File: src/hdl/assert_macros.svh
// Assertion macros used by the sequencer RTL file (rbna_ctrl.sv).
`ifndef ASSERT_MACROS_SVH
`define ASSERT_MACROS_SVH

// Property that must hold at every clock edge out of reset.
`define ASSERT_ALWAYS(lbl, prop, msg) \
  lbl: assert property (@(posedge clk_i) disable iff (!rst_ni) (prop)) else $error(msg);

// Antecedent implies consequent in the same cycle.
`define ASSERT_IMPL(lbl, ante, cons, msg) \
  lbl: assert property (@(posedge clk_i) disable iff (!rst_ni) (ante) |-> (cons)) \
    else $error(msg);

`endif

File: src/hdl/rbna_pkg.sv
// Shared types and constants of the range block number allocator.
package rbna_pkg;

  localparam int MaxBlocks  = 16;
  localparam int NumWidth   = 32;
  localparam int FieldWidth = 32;
  localparam int ExtWidth   = 64;

  typedef enum logic [2:0] {
    REQ_ADD   = 3'd0,
    REQ_GET   = 3'd1,
    REQ_USE   = 3'd2,
    REQ_DEL   = 3'd3,
    REQ_QUERY = 3'd4
  } req_type_e;

  typedef enum logic [2:0] {
    ST_IDLE,
    ST_START,
    ST_ADD,
    ST_SCAN,
    ST_SHIFT,
    ST_DONE
  } state_e;

  typedef struct packed {
    logic untouched;
    logic get_hit;
    logic use_hit;
    logic key_eq;
    logic start_gt;
  } match_flags_t;

endpackage

File: src/hdl/range_block_number_allocator.sv
// Range block number allocator: keeps a sorted table of reserved number blocks.
//
// Input channel s_axis: one word per request. tuser carries the request kind
// (add, get free, use, delete, reserve query); tdata carries block_start,
// block_end and number. The block takes one request at a time: tready is high
// only while the sequencer is idle.
// Output channel m_axis: one word per request. tuser carries ok, tdata the
// free number (zero unless a get request found one).
// Each request goes through setup, a walk over the table rows one at a time
// through the single read port of the table memory, and hand-over of the
// result. Get, use and reserve query stop at the first row that answers or
// at the end of the table; add moves rows up one place until the new row's
// place is reached; delete walks to the match and then moves every later
// row down.
// Reset empties the table at once (row count to zero); no clearing pass.
// The result sits in an output register; a new request is taken while it
// waits, and the sequencer holds its next result until m_axis takes the old.
module range_block_number_allocator #(
  parameter int MAX_BLOCKS = rbna_pkg::MaxBlocks,
  parameter int NUM_WIDTH  = rbna_pkg::NumWidth
) (
  input  logic        clk_i,
  input  logic        rst_ni,
  input  logic        s_axis_tvalid,
  output logic        s_axis_tready,
  input  logic [95:0] s_axis_tdata,   // block_start[31:0], block_end[63:32], number[95:64]
  input  logic [2:0]  s_axis_tuser,   // req_type[2:0]
  output logic        m_axis_tvalid,
  input  logic        m_axis_tready,
  output logic [31:0] m_axis_tdata,   // free_number[31:0]
  output logic [0:0]  m_axis_tuser    // ok[0]
);

  import rbna_pkg::*;

  localparam int AddrWidth = MAX_BLOCKS > 1 ? $clog2(MAX_BLOCKS) : 1;
  localparam int RowWidth  = 3 * NUM_WIDTH + 1;

  logic [ExtWidth-1:0]  start_ext;
  logic [ExtWidth-1:0]  end_ext;
  logic [ExtWidth-1:0]  number_ext;
  logic [ExtWidth-1:0]  res_num_ext;

  logic [RowWidth-1:0]  rdata;
  logic [RowWidth-1:0]  wdata;
  logic [AddrWidth-1:0] raddr;
  logic [AddrWidth-1:0] waddr;
  logic                 we;
  match_flags_t         flags;
  logic [NUM_WIDTH-1:0] match_num;
  logic [NUM_WIDTH-1:0] key;
  logic                 res_valid;
  logic                 res_ready;
  logic                 res_ok;
  logic [NUM_WIDTH-1:0] res_num;

  logic                 m_valid_q, m_valid_d;
  logic                 m_ok_q;
  logic [FieldWidth-1:0] m_num_q;

  // keep numbers to NUM_WIDTH bits
  assign start_ext  = ExtWidth'(s_axis_tdata[FieldWidth-1:0]);
  assign end_ext    = ExtWidth'(s_axis_tdata[2*FieldWidth-1:FieldWidth]);
  assign number_ext = ExtWidth'(s_axis_tdata[3*FieldWidth-1:2*FieldWidth]);

  rbna_ctrl #(
    .MAX_BLOCKS (MAX_BLOCKS),
    .NUM_WIDTH  (NUM_WIDTH)
  ) u_ctrl (
    .clk_i       (clk_i),
    .rst_ni      (rst_ni),
    .in_valid_i  (s_axis_tvalid),
    .in_ready_o  (s_axis_tready),
    .in_req_i    (req_type_e'(s_axis_tuser)),
    .in_start_i  (start_ext[NUM_WIDTH-1:0]),
    .in_end_i    (end_ext[NUM_WIDTH-1:0]),
    .in_number_i (number_ext[NUM_WIDTH-1:0]),
    .rdata_i     (rdata),
    .flags_i     (flags),
    .num_i       (match_num),
    .key_o       (key),
    .raddr_o     (raddr),
    .we_o        (we),
    .waddr_o     (waddr),
    .wdata_o     (wdata),
    .res_valid_o (res_valid),
    .res_ready_i (res_ready),
    .res_ok_o    (res_ok),
    .res_num_o   (res_num)
  );

  rbna_table #(
    .MAX_BLOCKS (MAX_BLOCKS),
    .NUM_WIDTH  (NUM_WIDTH)
  ) u_table (
    .clk_i   (clk_i),
    .we_i    (we),
    .waddr_i (waddr),
    .wdata_i (wdata),
    .raddr_i (raddr),
    .rdata_o (rdata)
  );

  rbna_match #(
    .NUM_WIDTH (NUM_WIDTH)
  ) u_match (
    .row_i   (rdata),
    .key_i   (key),
    .flags_o (flags),
    .num_o   (match_num)
  );

  // output register: load when empty or being drained
  assign res_ready   = !m_valid_q || m_axis_tready;
  assign res_num_ext = ExtWidth'(res_num);

  always_comb begin
    m_valid_d = m_valid_q;
    if (res_valid && res_ready) begin
      m_valid_d = 1'b1;
    end else if (m_axis_tready) begin
      m_valid_d = 1'b0;
    end
  end

  always_ff @(posedge clk_i or negedge rst_ni) begin
    if (!rst_ni) begin
      m_valid_q <= 1'b0;
    end else begin
      m_valid_q <= m_valid_d;
    end
  end

  always_ff @(posedge clk_i) begin
    if (res_valid && res_ready) begin
      m_ok_q  <= res_ok;
      m_num_q <= res_num_ext[FieldWidth-1:0];
    end
  end

  assign m_axis_tvalid   = m_valid_q;
  assign m_axis_tdata    = m_num_q;
  assign m_axis_tuser[0] = m_ok_q;

endmodule

File: src/hdl/rbna_table.sv
// Block table memory: one write port, one registered read port.
module rbna_table #(
  parameter int MAX_BLOCKS = 16,
  parameter int NUM_WIDTH  = 32
) (
  input  logic                                         clk_i,
  input  logic                                         we_i,
  input  logic [(MAX_BLOCKS > 1 ? $clog2(MAX_BLOCKS) : 1)-1:0] waddr_i,
  input  logic [3*NUM_WIDTH:0]                         wdata_i,
  input  logic [(MAX_BLOCKS > 1 ? $clog2(MAX_BLOCKS) : 1)-1:0] raddr_i,
  output logic [3*NUM_WIDTH:0]                         rdata_o
);

  localparam int RowWidth = 3 * NUM_WIDTH + 1;

  logic [RowWidth-1:0] mem [MAX_BLOCKS];
  logic [RowWidth-1:0] rdata_q;

  always_ff @(posedge clk_i) begin
    if (we_i) begin
      mem[waddr_i] <= wdata_i;
    end
  end

  always_ff @(posedge clk_i) begin
    rdata_q <= mem[raddr_i];
  end

  assign rdata_o = rdata_q;

endmodule

File: src/hdl/rbna_match.sv
// Shared compare unit: checks one table row against the request key.
module rbna_match #(
  parameter int NUM_WIDTH = 32
) (
  input  logic [3*NUM_WIDTH:0]        row_i,
  input  logic [NUM_WIDTH-1:0]        key_i,
  output rbna_pkg::match_flags_t      flags_o,
  output logic [NUM_WIDTH-1:0]        num_o
);

  import rbna_pkg::*;

  logic [NUM_WIDTH-1:0] row_start;
  logic [NUM_WIDTH-1:0] row_end;
  logic [NUM_WIDTH-1:0] row_last;
  logic                 row_touched;

  assign row_start   = row_i[NUM_WIDTH-1:0];
  assign row_end     = row_i[2*NUM_WIDTH-1:NUM_WIDTH];
  assign row_last    = row_i[3*NUM_WIDTH-1:2*NUM_WIDTH];
  assign row_touched = row_i[3*NUM_WIDTH];

  always_comb begin
    flags_o.untouched = !row_touched;
    flags_o.get_hit   = !row_touched || (row_last < row_end);
    flags_o.use_hit   = (row_start <= key_i) && (row_end >= key_i);
    flags_o.key_eq    = (row_start == key_i);
    flags_o.start_gt  = (row_start > key_i);
  end

  // untouched rows hand out their start, touched rows the number after last
  assign num_o = row_touched ? (row_last + NUM_WIDTH'(1)) : row_start;

endmodule

File: src/hdl/rbna_ctrl.sv
// Request sequencer: walks the table, shifts rows and keeps the row count.
`include "assert_macros.svh"

module rbna_ctrl #(
  parameter int MAX_BLOCKS = 16,
  parameter int NUM_WIDTH  = 32
) (
  input  logic                                         clk_i,
  input  logic                                         rst_ni,
  input  logic                                         in_valid_i,
  output logic                                         in_ready_o,
  input  rbna_pkg::req_type_e                          in_req_i,
  input  logic [NUM_WIDTH-1:0]                         in_start_i,
  input  logic [NUM_WIDTH-1:0]                         in_end_i,
  input  logic [NUM_WIDTH-1:0]                         in_number_i,
  input  logic [3*NUM_WIDTH:0]                         rdata_i,
  input  rbna_pkg::match_flags_t                       flags_i,
  input  logic [NUM_WIDTH-1:0]                         num_i,
  output logic [NUM_WIDTH-1:0]                         key_o,
  output logic [(MAX_BLOCKS > 1 ? $clog2(MAX_BLOCKS) : 1)-1:0] raddr_o,
  output logic                                         we_o,
  output logic [(MAX_BLOCKS > 1 ? $clog2(MAX_BLOCKS) : 1)-1:0] waddr_o,
  output logic [3*NUM_WIDTH:0]                         wdata_o,
  output logic                                         res_valid_o,
  input  logic                                         res_ready_i,
  output logic                                         res_ok_o,
  output logic [NUM_WIDTH-1:0]                         res_num_o
);

  import rbna_pkg::*;

  localparam int AddrWidth = MAX_BLOCKS > 1 ? $clog2(MAX_BLOCKS) : 1;
  localparam int CntWidth  = $clog2(MAX_BLOCKS + 1);

  state_e               state_q, state_d;
  req_type_e            req_q;
  logic [NUM_WIDTH-1:0] key_q;
  logic [NUM_WIDTH-1:0] end_q;
  logic [CntWidth-1:0]  cnt_q, cnt_d;
  logic [CntWidth-1:0]  ptr_q, ptr_d;
  logic                 ok_q, ok_d;
  logic [NUM_WIDTH-1:0] num_q, num_d;

  logic                 in_fire;
  logic                 full;
  logic                 at_end;
  logic                 hole_zero;
  logic                 scan_hit;
  logic [CntWidth-1:0]  ptr_inc;
  logic [CntWidth-1:0]  ptr_dec;
  logic [CntWidth-1:0]  ptr_dec2;
  logic [CntWidth-1:0]  cnt_dec;
  logic [3*NUM_WIDTH:0] new_row;
  logic [3*NUM_WIDTH:0] use_row;
  logic                 wr_state;
  logic                 cnt_state;

  assign in_ready_o = (state_q == ST_IDLE);
  assign in_fire    = in_valid_i && in_ready_o;
  assign full       = (cnt_q == CntWidth'(MAX_BLOCKS));
  assign at_end     = (ptr_q == cnt_q);
  assign hole_zero  = (ptr_q == '0);
  assign ptr_inc    = ptr_q + CntWidth'(1);
  assign ptr_dec    = ptr_q - CntWidth'(1);
  assign ptr_dec2   = ptr_q - CntWidth'(2);
  assign cnt_dec    = cnt_q - CntWidth'(1);
  assign key_o      = key_q;
  assign new_row    = {1'b0, {NUM_WIDTH{1'b0}}, end_q, key_q};
  assign use_row    = {1'b1, key_q, rdata_i[2*NUM_WIDTH-1:0]};
  assign wr_state   = (state_q == ST_ADD) || (state_q == ST_SCAN) || (state_q == ST_SHIFT);
  assign cnt_state  = (state_q == ST_ADD) || (state_q == ST_SHIFT);

  always_comb begin
    unique case (req_q)
      REQ_GET:   scan_hit = flags_i.get_hit;
      REQ_USE:   scan_hit = flags_i.use_hit;
      REQ_DEL:   scan_hit = flags_i.key_eq;
      REQ_QUERY: scan_hit = flags_i.untouched;
      default:   scan_hit = 1'b0;
    endcase
  end

  // next state
  always_comb begin
    state_d = state_q;
    unique case (state_q)
      ST_IDLE: begin
        if (in_fire) state_d = ST_START;
      end
      ST_START: begin
        unique case (req_q)
          REQ_ADD:                               state_d = full ? ST_DONE : ST_ADD;
          REQ_GET, REQ_USE, REQ_DEL, REQ_QUERY:  state_d = ST_SCAN;
          default:                               state_d = ST_DONE;
        endcase
      end
      ST_ADD: begin
        if (hole_zero || !flags_i.start_gt) state_d = ST_DONE;
      end
      ST_SCAN: begin
        priority if (at_end) state_d = ST_DONE;
        else if (scan_hit) state_d = (req_q == REQ_DEL) ? ST_SHIFT : ST_DONE;
        else state_d = ST_SCAN;
      end
      ST_SHIFT: begin
        if (at_end) state_d = ST_DONE;
      end
      ST_DONE: begin
        if (res_ready_i) state_d = ST_IDLE;
      end
      default: state_d = ST_IDLE;
    endcase
  end

  // datapath and memory control
  always_comb begin
    ptr_d       = ptr_q;
    cnt_d       = cnt_q;
    ok_d        = ok_q;
    num_d       = num_q;
    raddr_o     = ptr_q[AddrWidth-1:0];
    we_o        = 1'b0;
    waddr_o     = ptr_q[AddrWidth-1:0];
    wdata_o     = rdata_i;
    res_valid_o = 1'b0;
    unique case (state_q)
      ST_IDLE: ;
      ST_START: begin
        ok_d  = 1'b0;
        num_d = '0;
        if (req_q == REQ_ADD) begin
          // hole starts past the last row and moves down
          ptr_d   = cnt_q;
          raddr_o = cnt_dec[AddrWidth-1:0];
        end else begin
          ptr_d   = '0;
          raddr_o = '0;
        end
      end
      ST_ADD: begin
        we_o = 1'b1;
        priority if (hole_zero || !flags_i.start_gt) begin
          wdata_o = new_row;
          cnt_d   = cnt_q + CntWidth'(1);
          ok_d    = 1'b1;
        end else begin
          // move the row below the hole up one place
          ptr_d   = ptr_dec;
          raddr_o = ptr_dec2[AddrWidth-1:0];
        end
      end
      ST_SCAN: begin
        priority if (at_end) begin
          ok_d = 1'b0;
        end else if (scan_hit) begin
          ok_d = 1'b1;
          if (req_q == REQ_GET) num_d = num_i;
          if (req_q == REQ_USE) begin
            we_o    = 1'b1;
            wdata_o = use_row;
          end
          if (req_q == REQ_DEL) begin
            ptr_d   = ptr_inc;
            raddr_o = ptr_inc[AddrWidth-1:0];
          end
        end else begin
          ptr_d   = ptr_inc;
          raddr_o = ptr_inc[AddrWidth-1:0];
        end
      end
      ST_SHIFT: begin
        if (at_end) begin
          cnt_d = cnt_dec;
        end else begin
          // pull the row down over the deleted one
          we_o    = 1'b1;
          waddr_o = ptr_dec[AddrWidth-1:0];
          ptr_d   = ptr_inc;
          raddr_o = ptr_inc[AddrWidth-1:0];
        end
      end
      ST_DONE: begin
        res_valid_o = 1'b1;
      end
      default: ;
    endcase
  end

  assign res_ok_o  = ok_q;
  assign res_num_o = num_q;

  always_ff @(posedge clk_i or negedge rst_ni) begin
    if (!rst_ni) begin
      state_q <= ST_IDLE;
      cnt_q   <= '0;
      ptr_q   <= '0;
    end else begin
      state_q <= state_d;
      cnt_q   <= cnt_d;
      ptr_q   <= ptr_d;
    end
  end

  always_ff @(posedge clk_i) begin
    ok_q  <= ok_d;
    num_q <= num_d;
    if (in_fire) begin
      req_q <= in_req_i;
      key_q <= (in_req_i == REQ_USE) ? in_number_i : in_start_i;
      end_q <= in_end_i;
    end
  end

  `ASSERT_ALWAYS(a_cnt_bound, cnt_q <= CntWidth'(MAX_BLOCKS), "row count above table size")
  `ASSERT_IMPL(a_we_state, we_o, wr_state, "table write outside a working state")
  `ASSERT_IMPL(a_cnt_step, cnt_q != $past(cnt_q), $past(cnt_state), "row count step outside add/delete")

endmodule

File: config.mk
export PLATFORM = sky130hd
export DESIGN_NAME = range_block_number_allocator
export DESIGN_NICKNAME = d
export VERILOG_FILES = /design/src/hdl/rbna_pkg.sv /design/src/hdl/range_block_number_allocator.sv /design/src/hdl/rbna_table.sv /design/src/hdl/rbna_match.sv /design/src/hdl/rbna_ctrl.sv
export VERILOG_INCLUDE_DIRS = /design/src /design/src/hdl
export SDC_FILE = /design/constraint.sdc
export NUM_CORES = 2
export LEC_CHECK = 0
export BUFFER_PORTS_ARGS = -buffer_cell sky130_fd_sc_hd__buf_2
export CAP_MARGIN = 10
export CORE_ASPECT_RATIO = 1.5
export CORE_UTILIZATION = 55
export CTS_BUF_LIST = sky130_fd_sc_hd__clkbuf_4 sky130_fd_sc_hd__clkbuf_8
export CTS_CLUSTER_DIAMETER = 50
export DETAILED_ROUTE_END_ITERATION = 16
export GPL_TIMING_DRIVEN = 0
export PLACE_DENSITY_LB_ADDON = 0.25
export SLEW_MARGIN = 10
export SYNTH_ARGS = -nofsm -noshare
export SYNTH_HDL_FRONTEND = slang
export SYNTH_HIERARCHICAL = 1
export SYNTH_SLANG_ARGS = --single-unit
File: constraint.sdc
create_clock -name clk_i -period 11.19 [get_ports clk_i]
set_input_delay 2.238 -clock clk_i [delete_from_list [all_inputs] [get_ports clk_i]]
set_output_delay 2.238 -clock clk_i [all_outputs]
set_load 0.05 [all_outputs]
==> impl_metrics.ini <==
[status]
status = completed

[layout]
drive_above_1_share = 0.285
layout_commonest_cell = edfxtp_1
nNetsFinal = 4433
layout_common_cells = edfxtp_1 (1685), mux4_2 (388), nand2_1 (322)
area_delta_synth_final_pct = 14.7

[clock_tree]
clk_latency_ps = 1010
postCtsHoldBufs = 0
cts_tree = done
cts_buffer_depth = 4
cts_sinks = 1796
cts_resized = 0
cts_root_buf = clkbuf_8
path_clk_slew_ps = 70
h-tree-depth = 5
post_cts_buffers = 0
cts_buffers = 275

[sta]
setup_ws_ps = 3760
setup_viol = 0
worstMarginPinSlew_ps = 1270
slew_headroom = 0.151
fin_crit_ps = 7430
finalHoldViolCount = 0
rsz0062_at_grt = false
fin_worst_skew_ps = 68.5
fin_crit_sh = 0.664
clock.fmax_mhz = 135
setup_tns_ps = 0
drv_slew = 0

[drt]
avgRoutedWirePerCell_um = 31.1
first_pass_iters = 9
ant_nets = 0
vias = 38400
drc = 0
wl_mm = 190
drtIter0Drc = 5080
via_per_inst = 6.29

[critical_path]
worstSetupPathType = reg2reg
crit_arrival_ps = 8320
crit_path_max_incr_delay_ps = 950
path_delay_family = compound AO/OA/AOI/OAI gates
critical_path_buf_inv_count = 3
worst_setup_path_start_kind = flip-flop
timing.rr.end = u_table/rdata_o[66]
worstReg2RegStart = u_ctrl/key_o[17]
cpMaxStageDelayCell = nor2_1
end_kind = flip-flop
worstPathRequired_ps = 12080
rrSetupSlack_ps = 3760
worstPathMaxFanout = 10
r2r_cells = 18
crit_chain = inv_1 > ha_1 > and3_4 > a221o_1 > a221o_1 > a2111oi_4 > a21oi_2 > a21oi_2 > nor4bb_1 > nor4_1 > o22ai_1 > nor2_1 > a311o_1 > nor2_1 > clkbuf_1 > clkbuf_1 > a22oi_1 > nand2_1

[place]
gp_congestion = 0.995
place_ws_ps = 4030
portBuffers = 137
hpwl_mm = 131

[synthesis]
synth.cell_area_um2 = 70600
yosysUniqueCellTypes = 79
synth-seq-area-share = 0.749
synth_top_cell_by_area = edfxtp_1
yosysWarningCount = 6
synthArstFlopShare = 0.00780
synth_ff_type = edfxtp_1
synth_area_leaders = edfxtp_1 (72%), mux4_2 (12%), dfxtp_1 (2.7%)
synth_edf_count = 1685
synth-seq-cells = 1796
syn_nets = 3874
syn_inst = 3666
avgSynthCellArea_um2 = 19.3
synth_top_area_frac = 0.716

[grt]
antenna_found_initial = 8
grt_max_degree = 36
grt_usage = 0.298
grt_overflow = 0
grt_pass1_wl_mm = 269
grt_pass1_vias = 38600

[floorplanning]
die_width_um = 295
coreArea_um2 = 127000
io_pins = 138
num_rows = 160
dieArea_um2 = 130000
fp.dieH_um = 441
start_util = 0.556

[power_and_ir_drop]
p_leak_nw = 27.2
vdd_drop_max_v = 0.000153
powerDensity_nw_per_um2 = 304

[flow_run]
cap_violations = 0

[worst_hold_path]
holdPathEnd = m_axis_tdata[17]
hold_path_depth = 0
min_path_type = reg2reg
min-delay-start = u_ctrl/res_num_o[17]
[registers in the layout, indices dropped and copies added (netlist names)]
signal            flops
u_ctrl/res_num_o     32
u_table/mem        1552
m_axis_tuser          1
u_ctrl/cnt_q          5
u_ctrl/state_q        3
u_table/rdata_o      97
u_ctrl/ptr_q          5
u_ctrl/end_q         32
m_axis_tdata         32
u_ctrl/req_q          3
m_axis_tvalid         1
u_ctrl/key_o         32
u_ctrl/res_ok_o       1
[cell families (layout without fill, tap and decap cells)]
logic type | count (synthesis) | in the layout | share of synthesized area
other | 0 | 2 | 0
AO/OA/AOI/OAI | 398 | 398 | 0.0388
multiplexers | 425 | 425 | 0.130
AND/OR/NAND/NOR | 602 | 602 | 0.0396
buffers and inverters | 293 | 1036 | 0.0187
XOR/XNOR | 47 | 47 | 0.00583
adder cells (fa/ha/maj) | 105 | 105 | 0.0186
flip-flops | 1796 | 1796 | 0.749
[where the power goes]
| part | internal (mW) | switching, mW |
|---|---|---|
| logic | 3.55 | 5.88 |
| registers | 9.29 | 0.657 |
| clock network | 2.86 | 2.42 |
| total | 15.7 | 8.95 |
[layer usage]
metal	GRT usage	wire length [um]
met2	0.484	93400
met4	0.154	10300
met5	0	43
met3	0.0613	17100
met1	0.384	69400
[Yosys cell counts, types with 3 or more instances]
cell type / count
a221o_1: 5
o211ai_1: 3
dfrtp_1: 14
xor2_1: 16
a21oi_1: 71
nor2b_1: 5
mux4_2: 388
nor4_1: 3
a21o_1: 14
nor4bb_1: 3
nor2_1: 70
o221ai_1: 3
buf_2: 43
mux2i_1: 4
and4_1: 4
a211oi_1: 8
nor3b_1: 4
ha_1: 105
nand4_1: 27
buf_1: 29
buf_4: 29
and3_1: 6
dfxtp_1: 97
or3b_2: 3
nand3_1: 64
mux2_2: 33
xnor2_1: 31
a31oi_1: 4
nand3b_1: 4
o22ai_1: 7
a22oi_1: 197
inv_1: 109
nand2b_1: 8
clkbuf_1: 75
o21ai_0: 55
nand2_1: 322
nor3_1: 21
edfxtp_1: 1685
buf_6: 8
and2_1: 39
[worst max-delay path by stage]
stage / slack [ps] / to / start / cells past startpoint
6_report: 3760 / u_table/rdata_o[66] / u_ctrl/key_o[17] / 18
3_5_place_dp: 4030 / u_table/rdata_o[69] / u_ctrl/key_o[17] / 18
4_1_cts: 3950 / u_table/rdata_o[69] / u_ctrl/key_o[17] / 18
3_3_place_gp: -8900 / u_table/mem[0][7] / u_ctrl/key_o[17] / 14
2_1_floorplan: 440 / u_table/mem[0][0] / u_ctrl/key_o[18] / 14
5_1_grt: 3780 / u_table/rdata_o[69] / u_ctrl/key_o[17] / 18
[through the flow]
stage	hold WS, ps	cells	total power [mW]	cell area, um2	util
floorplan	400	3666	15.8	70600	-
global placement	401	5504	19.1	73400	0.578
detailed placement	405	5647	19.4	75800	0.596
CTS	417	6108	24.7	81000	0.637
global route	419	6112	25.6	81000	0.637
finish	416	6112	24.7	81000	0.637
[layout make-up]
type | count | area, um2
diodes | 2 | 5.00
plain buffers | 184 | 913
clock buffers | 400 | 4880
clock inverters | 61 | 383
fillers | 8603 | 46100
inverters | 109 | 409
multi-input cells | 1577 | 16500
flip-flops and latches | 1796 | 52900
well taps | 1701 | 2130
repair buffers | 282 | 2880
No activity file was read; power rests on OpenSTA's default activity.
